--- src/hdl/gtpk_pkg.sv ---
// Shared constants, types and packing widths for the genotype two-bit packer.
package gtpk_pkg;

   localparam int MAX_SAMPLES = 65536;

   localparam int ALLELE_W   = 9;
   localparam int SLOT_W     = 4;
   localparam int WORD_W     = 32;
   localparam int CODE_W     = 2;
   localparam int STAT_W     = 18;
   localparam int LZ_W       = 6;

   localparam int FIELD18_MAX      = 262143;
   localparam int SUM_LIMIT_RAW    = 3 * MAX_SAMPLES;
   localparam int PREFIX_LIMIT_RAW = ((MAX_SAMPLES + 15) / 16) * 32;
   localparam int SUM_LIMIT    = (SUM_LIMIT_RAW < FIELD18_MAX) ? SUM_LIMIT_RAW : FIELD18_MAX;
   localparam int PREFIX_LIMIT =
      (PREFIX_LIMIT_RAW < FIELD18_MAX) ? PREFIX_LIMIT_RAW : FIELD18_MAX;

   localparam int REQ_DATA_W = 24;
   localparam int RSP_DATA_W = 72;

   // Allele index value that marks a missing call.
   localparam logic signed [ALLELE_W-1:0] ALLELE_MISSING = -9'sd1;

   typedef enum logic [CODE_W-1:0] {
      CODE_REF     = 2'd0,
      CODE_HET     = 2'd1,
      CODE_HOM_ALT = 2'd2,
      CODE_MISSING = 2'd3
   } gt_code_type;

endpackage

--- src/hdl/gtpk_classify.sv ---
// Classifies one sample's allele pair into a two-bit genotype code.
module gtpk_classify
   import gtpk_pkg::*;
(
   input  logic signed [ALLELE_W-1:0] first_allele,
   input  logic                       has_second,
   input  logic signed [ALLELE_W-1:0] second_allele,
   output gt_code_type                code
);

   logic first_missing;
   logic second_missing;
   logic first_zero;
   logic second_zero;

   assign first_missing  = (first_allele == ALLELE_MISSING);
   assign second_missing = (second_allele == ALLELE_MISSING);
   assign first_zero     = (first_allele == '0);
   assign second_zero    = (second_allele == '0);

   always_comb begin
      if (!has_second) begin
         if (first_missing) begin
            code = CODE_MISSING;
         end else if (first_zero) begin
            code = CODE_REF;
         end else begin
            code = CODE_HET;
         end
      end else if (first_missing && second_missing) begin
         code = CODE_MISSING;
      end else if (first_zero && second_zero) begin
         code = CODE_REF;
      end else if (first_allele != second_allele) begin
         // One missing allele against a called one also lands here.
         code = CODE_HET;
      end else begin
         code = CODE_HOM_ALT;
      end
   end

endmodule

--- src/hdl/genotype_two_bit_packer_core.sv ---
// Genotype packer: one sample per transaction in, one packed 32-bit word out per 16 samples
// or per variant end, with the variant's code sum and leading-zero count on its final word.
// The block takes one sample every clock cycle. Each sample is classified and merged into
// the word being filled in the same cycle; a finished word appears on the result port in
// the cycle after the sample that completed it and sits in a single output register, so
// input flow pauses only while that register holds a word the downstream side has not taken.
module genotype_two_bit_packer_core
   import gtpk_pkg::*;
(
   input  logic                  clock,
   input  logic                  reset,
   input  logic                  req_tvalid,
   output logic                  req_tready,
   // [8:0] first_allele, [9] has_second, [18:10] second_allele, [23:19] zero
   input  logic [REQ_DATA_W-1:0] req_tdata,
   input  logic                  req_tlast,   // last_sample
   output logic                  rsp_tvalid,
   input  logic                  rsp_tready,
   // [31:0] packed_word, [49:32] code_sum, [67:50] zero_prefix_bits, [71:68] zero
   output logic [RSP_DATA_W-1:0] rsp_tdata,
   output logic                  rsp_tlast    // variant_done
);

   logic [SLOT_W-1:0] slot_count_ff,   slot_count_in;
   logic [WORD_W-1:0] word_accum_ff,   word_accum_in;
   logic [STAT_W-1:0] running_sum_ff,  running_sum_in;
   logic [STAT_W-1:0] prefix_accum_ff, prefix_accum_in;
   logic              seen_nonzero_ff, seen_nonzero_in;

   logic                  rsp_valid_ff, rsp_valid_in;
   logic [RSP_DATA_W-1:0] rsp_data_ff,  rsp_data_in;
   logic                  rsp_last_ff,  rsp_last_in;

   logic signed [ALLELE_W-1:0] first_allele;
   logic                       has_second;
   logic signed [ALLELE_W-1:0] second_allele;
   gt_code_type                code;

   logic              req_fire;
   logic              emit;
   logic [WORD_W-1:0] word_new;
   logic [STAT_W:0]   sum_wide;
   logic [STAT_W-1:0] sum_new;
   logic [LZ_W-1:0]   word_lz;
   logic [STAT_W:0]   prefix_wide;
   logic [STAT_W-1:0] prefix_new;

   function automatic logic [LZ_W-1:0] lead_zeros(input logic [WORD_W-1:0] w);
      logic [WORD_W-1:0] v;
      logic [LZ_W-1:0]   n;
      v = w;
      n = '0;
      if (w == '0) begin
         n = LZ_W'(WORD_W);
      end else begin
         if (v[31:16] == '0) begin
            n = n + LZ_W'(16);
            v = v << 16;
         end
         if (v[31:24] == '0) begin
            n = n + LZ_W'(8);
            v = v << 8;
         end
         if (v[31:28] == '0) begin
            n = n + LZ_W'(4);
            v = v << 4;
         end
         if (v[31:30] == '0) begin
            n = n + LZ_W'(2);
            v = v << 2;
         end
         if (!v[31]) begin
            n = n + LZ_W'(1);
         end
      end
      return n;
   endfunction

   assign first_allele  = req_tdata[8:0];
   assign has_second    = req_tdata[9];
   assign second_allele = req_tdata[18:10];

   gtpk_classify u_classify (
      .first_allele  (first_allele),
      .has_second    (has_second),
      .second_allele (second_allele),
      .code          (code)
   );

   assign req_tready = !rsp_valid_ff || rsp_tready;
   assign req_fire   = req_tvalid && req_tready;
   assign emit       = (slot_count_ff == '1) || req_tlast;

   // The first sample of a word lands in bits 31..30.
   assign word_new = word_accum_ff | ({code, {(WORD_W-CODE_W){1'b0}}} >> {slot_count_ff, 1'b0});

   assign sum_wide = {1'b0, running_sum_ff} + (STAT_W+1)'(code);
   assign sum_new  = (sum_wide > (STAT_W+1)'(SUM_LIMIT)) ? STAT_W'(SUM_LIMIT)
                                                          : sum_wide[STAT_W-1:0];

   assign word_lz     = lead_zeros(word_new);
   assign prefix_wide = {1'b0, prefix_accum_ff} + (STAT_W+1)'(word_lz);

   // Once a nonzero word has gone out, the leading-zero run is over.
   always_comb begin
      if (seen_nonzero_ff) begin
         prefix_new = prefix_accum_ff;
      end else if (prefix_wide > (STAT_W+1)'(PREFIX_LIMIT)) begin
         prefix_new = STAT_W'(PREFIX_LIMIT);
      end else begin
         prefix_new = prefix_wide[STAT_W-1:0];
      end
   end

   always_comb begin
      slot_count_in   = slot_count_ff;
      word_accum_in   = word_accum_ff;
      running_sum_in  = running_sum_ff;
      prefix_accum_in = prefix_accum_ff;
      seen_nonzero_in = seen_nonzero_ff;
      rsp_valid_in    = rsp_valid_ff && !rsp_tready;
      rsp_data_in     = rsp_data_ff;
      rsp_last_in     = rsp_last_ff;
      if (req_fire) begin
         if (!emit) begin
            slot_count_in  = slot_count_ff + SLOT_W'(1);
            word_accum_in  = word_new;
            running_sum_in = sum_new;
         end else begin
            rsp_valid_in = 1'b1;
            rsp_last_in  = req_tlast;
            if (req_tlast) begin
               rsp_data_in     = {4'b0, prefix_new, sum_new, word_new};
               slot_count_in   = '0;
               word_accum_in   = '0;
               running_sum_in  = '0;
               prefix_accum_in = '0;
               seen_nonzero_in = 1'b0;
            end else begin
               rsp_data_in     = {4'b0, {STAT_W{1'b0}}, {STAT_W{1'b0}}, word_new};
               slot_count_in   = '0;
               word_accum_in   = '0;
               running_sum_in  = sum_new;
               prefix_accum_in = prefix_new;
               seen_nonzero_in = seen_nonzero_ff || (word_new != '0);
            end
         end
      end
   end

   always_ff @(posedge clock) begin
      if (reset) begin
         slot_count_ff   <= '0;
         word_accum_ff   <= '0;
         running_sum_ff  <= '0;
         prefix_accum_ff <= '0;
         seen_nonzero_ff <= 1'b0;
         rsp_valid_ff    <= 1'b0;
      end else begin
         slot_count_ff   <= slot_count_in;
         word_accum_ff   <= word_accum_in;
         running_sum_ff  <= running_sum_in;
         prefix_accum_ff <= prefix_accum_in;
         seen_nonzero_ff <= seen_nonzero_in;
         rsp_valid_ff    <= rsp_valid_in;
      end
   end

   always_ff @(posedge clock) begin
      rsp_data_ff <= rsp_data_in;
      rsp_last_ff <= rsp_last_in;
   end

   assign rsp_tvalid = rsp_valid_ff;
   assign rsp_tdata  = rsp_data_ff;
   assign rsp_tlast  = rsp_last_ff;

endmodule

--- config.mk ---
export PLATFORM = sky130hd
export DESIGN_NAME = genotype_two_bit_packer_core
export DESIGN_NICKNAME = d
export VERILOG_FILES = /design/src/hdl/gtpk_pkg.sv /design/src/hdl/gtpk_classify.sv /design/src/hdl/genotype_two_bit_packer_core.sv
export SDC_FILE = /design/constraint.sdc
export NUM_CORES = 1
export LEC_CHECK = 0
export BUFFER_PORTS_ARGS = -buffer_cell sky130_fd_sc_hd__buf_2
export CAP_MARGIN = 0
export CORE_ASPECT_RATIO = 0.8
export CORE_MARGIN = 1.5
export CORE_UTILIZATION = 58
export DETAILED_ROUTE_END_ITERATION = 16
export GPL_ROUTABILITY_DRIVEN = 1
export GPL_TIMING_DRIVEN = 0
export PLACE_DENSITY = 0.8
export SETUP_SLACK_MARGIN = 0.1
export SLEW_MARGIN = 20
export SYNTH_ARGS = -nofsm -noshare
export SYNTH_HDL_FRONTEND = slang
export SYNTH_SLANG_ARGS = --single-unit
--- constraint.sdc ---
create_clock -name clock -period 8.54 [get_ports clock]
set_input_delay 0.854 -clock clock [delete_from_list [all_inputs] [get_ports clock]]
set_output_delay 0.854 -clock clock [all_outputs]
set_load 0.05 [all_outputs]
==> results.cfg <==
[power]
vdd_drop_max_uv = 144
power_w = 0.00164
leakage_nw = 3.69
power_density_nw_per_um2 = 188

[sta]
finClkSkew_ps = 8.87
max-slew-margin-rel_pct = 46.1
fmax_ghz = 0.130
period_needed_ps = 7700
drv_slew = 0
worst_pin_slew_ps = 808
fin_setup_tns_ps = 0
min_period_over_period_pct = 90.2
timing.final.ws_setup_ps = 836
rsz0062_at_grt = no
finalHoldViolations = 0
setup_viol_count_final = 0

[finish]
fillers = 954
layout-drive-gt1-share_pct = 16.9
antenna_cells = 0
final_cell_mix = nor2_1 (97), buf_2 (93), dfxtp_1 (74)
nNetsFinal = 946
design_area_um2 = 8740
multi_input_area_um2 = 3580
syn_to_final_growth_pct = 17.4
final_common_cell = nor2_1
regArea_um2 = 3550

[placed_design]
globalplace.congestion = 1.01
dp_worst_setup_slack_ps = 361
port_buffers = 93
hpwlAfterDp_um = 14200
placed_area_um2 = 8160

[run_status]
outcome = completed

[clock_tree]
cts_root_buf = clkbuf_16
cts_hold_buffers = 0
clock_tree.buffer_depth = 2
cts_tree = done
worstSkewPairLatency_ps = 430
clk_pin_slew_worst_paths_ps = 60
h-tree-depth = 4
clkSinkCount = 143
numCtsBuffers = 17

[global_route]
grt_first_pass_wirelength_um = 31800
grt_pass1_vias = 6293
antenna_found_initial = 0
gr-usage-all-layers_pct = 30.4
grt-ovfl-total = 0
grt_max_degree = 47

[critical_path]
end_kind = flip-flop
cp-startpoint = req_tdata[5]
r2r_cells = 25
path_max_fanout = 11
cp_data_required_time_ps = 8900
r2r-end = prefix_accum_ff[0]
worst-setup-path-type = in -> reg
critical_path.startpoint_type = input port
regToRegSetupSlack_ps = 1210
arrival_ps = 8070
rr_startpoint = slot_count_ff[1]

[min_path]
min_from = running_sum_ff[0]
min_to = running_sum_ff[0]
min_path_cells = 2
hold_class = reg -> reg

[synth]
synth_ff_type = dfxtp_1
ys_ff_latch = 143
syn_area_um2 = 7440
ys_warn_count = 0
async_flop_share_pct = 0
synth.top_cell.area_share_pct = 27.8
yosysUniqueCellTypes = 75
ys_top_cells_by_area = edfxtp_1 (28%), dfxtp_1 (20%), nor2_1 (4.9%)
syn_avg_cell_area_um2 = 9.42
yosysTopAreaCell = edfxtp_1
yosysSeqAreaShare_pct = 47.7
synth_edf_count = 69
syn_inst = 790

[flow_run]
max-cap-violations = 0

[floorplan]
pin_count = 104
core_area_um2 = 12300
row_count = 36
die-area_um2 = 13500
die_h_um = 104
die_w_um = 130
start_util_pct = 60.3

[drt]
via_count = 6676
postRouteAntennaNets = 0
detail_route.iter0.violations = 763
via_per_inst = 6.12
wl_um = 19700
drcViolationCount = 0
firstDrtPassIters = 5
wire_per_inst_um = 18.1
-- metal layers --
| layer | up-vias | GRT usage, % | routed length (µm) |
|---|---|---|---|
| met3 | 39 | 8.64 | 1780 |
| met2 | 304 | 44.3 | 8700 |
| met4 | 0 | 9.13 | 267 |
| met1 | 3202 | 43.8 | 8950 |
| met5 | - | 0 | 0 |
| li1 | 3131 | - | - |
-- cells in the mapped netlist (4+ instances only) --
library cell	count
a21oi_1	54
ha_1	9
o21ai_1	4
nor3_1	32
nand2b_1	6
a32o_1	5
a211oi_1	6
and2_1	10
nand2_1	59
nor3b_1	5
nand3_1	22
or3_1	5
a31oi_1	10
nor4_1	14
inv_1	28
dfxtp_1	74
nor2_1	97
o21ai_0	37
o211a_1	25
nand4_1	10
and3_1	9
clkbuf_1	42
mux2i_1	6
a221oi_1	4
buf_4	4
edfxtp_1	69
o21bai_1	7
a21o_1	17
or4_1	4
xor2_1	19
or2_2	5
a22o_1	10
xnor2_1	16
-- how the worst max path moves through the flow --
stage	endpoint	depth (start not counted)	slack, ps
global placement	prefix_accum_ff[4]	26	460
detailed placement	prefix_accum_ff[0]	26	360
finish	prefix_accum_ff[0]	26	840
global route	prefix_accum_ff[0]	26	300
floorplan	prefix_accum_ff[0]	25	1950
CTS	prefix_accum_ff[0]	26	780
-- power breakdown --
group          switching, W  internal, W
combinational      0.000124    0.0000402
sequential       0.00000466     0.000733
clock              0.000284     0.000454
total              0.000413      0.00123
-- metrics by stage --
step | util, % | instances | hold slack [ps]
2_1_floorplan | - | 793 | 436
3_3_place_gp | 65.9 | 1057 | 447
3_5_place_dp | 66.1 | 1058 | 460
4_1_cts | 70.8 | 1090 | 468
5_1_grt | 70.8 | 1090 | 478
6_report | 70.8 | 1090 | 467
-- cells by family (layout without fill, tap and decap cells) --
| family | count (synthesis) | in the layout | share of synthesized area, % |
|---|---|---|---|
| flops | 143 | 143 | 47.7 |
| simple gates | 303 | 303 | 20.5 |
| compound gates | 212 | 212 | 20.4 |
| buf+inv | 79 | 205 | 4.39 |
| mux | 6 | 6 | 0.807 |
| other cells | 1 | 4 | 0.0504 |
| fa+ha+maj | 11 | 11 | 2.05 |
| xor+xnor | 35 | 35 | 4.12 |
-- worst max-delay path, stage by stage --
cell,delay [ps]
buf_2,120
xor2_1,190
nor4_4,310
nand4_1,200
o21ai_2,420
clkbuf_1,610
nand2_1,230
o21bai_1,440
a221o_1,230
a21oi_1,40
or4b_1,520
o211a_1,130
ha_1,200
fa_1,400
a21o_1,190
a21oi_1,220
o21bai_1,100
a21oi_1,660
nor3b_1,270
o2111ai_1,160
nor4_1,260
nand4_1,170
a21oi_1,450
and2_1,200
clkbuf_1,300
a22o_1,190
-- layout make-up --
cell class,count,area share (%)
clock buffers,19,4.95
multi-input cells,571,40.9
plain buffers,51,2.53
repair buffers,94,5.55
flip-flops and latches,143,40.7
clock inverters,13,1.69
well taps,171,2.45
inverters,28,1.23
-- sequential cells by signal (all words and copies together), names as in the netlist --
name             count
seen_nonzero_ff      1
prefix_accum_ff     18
rsp_tlast            1
rsp_tdata           68
rsp_tvalid           1
word_accum_ff       32
slot_count_ff        4
running_sum_ff      18
-- repair_timing --
action	4_1_cts	5_1_grt
endpoints found under the setup margin	0	2
gates resized for setup	0	1
buffers inserted	0	0
(Power assumes the default switching activity.)
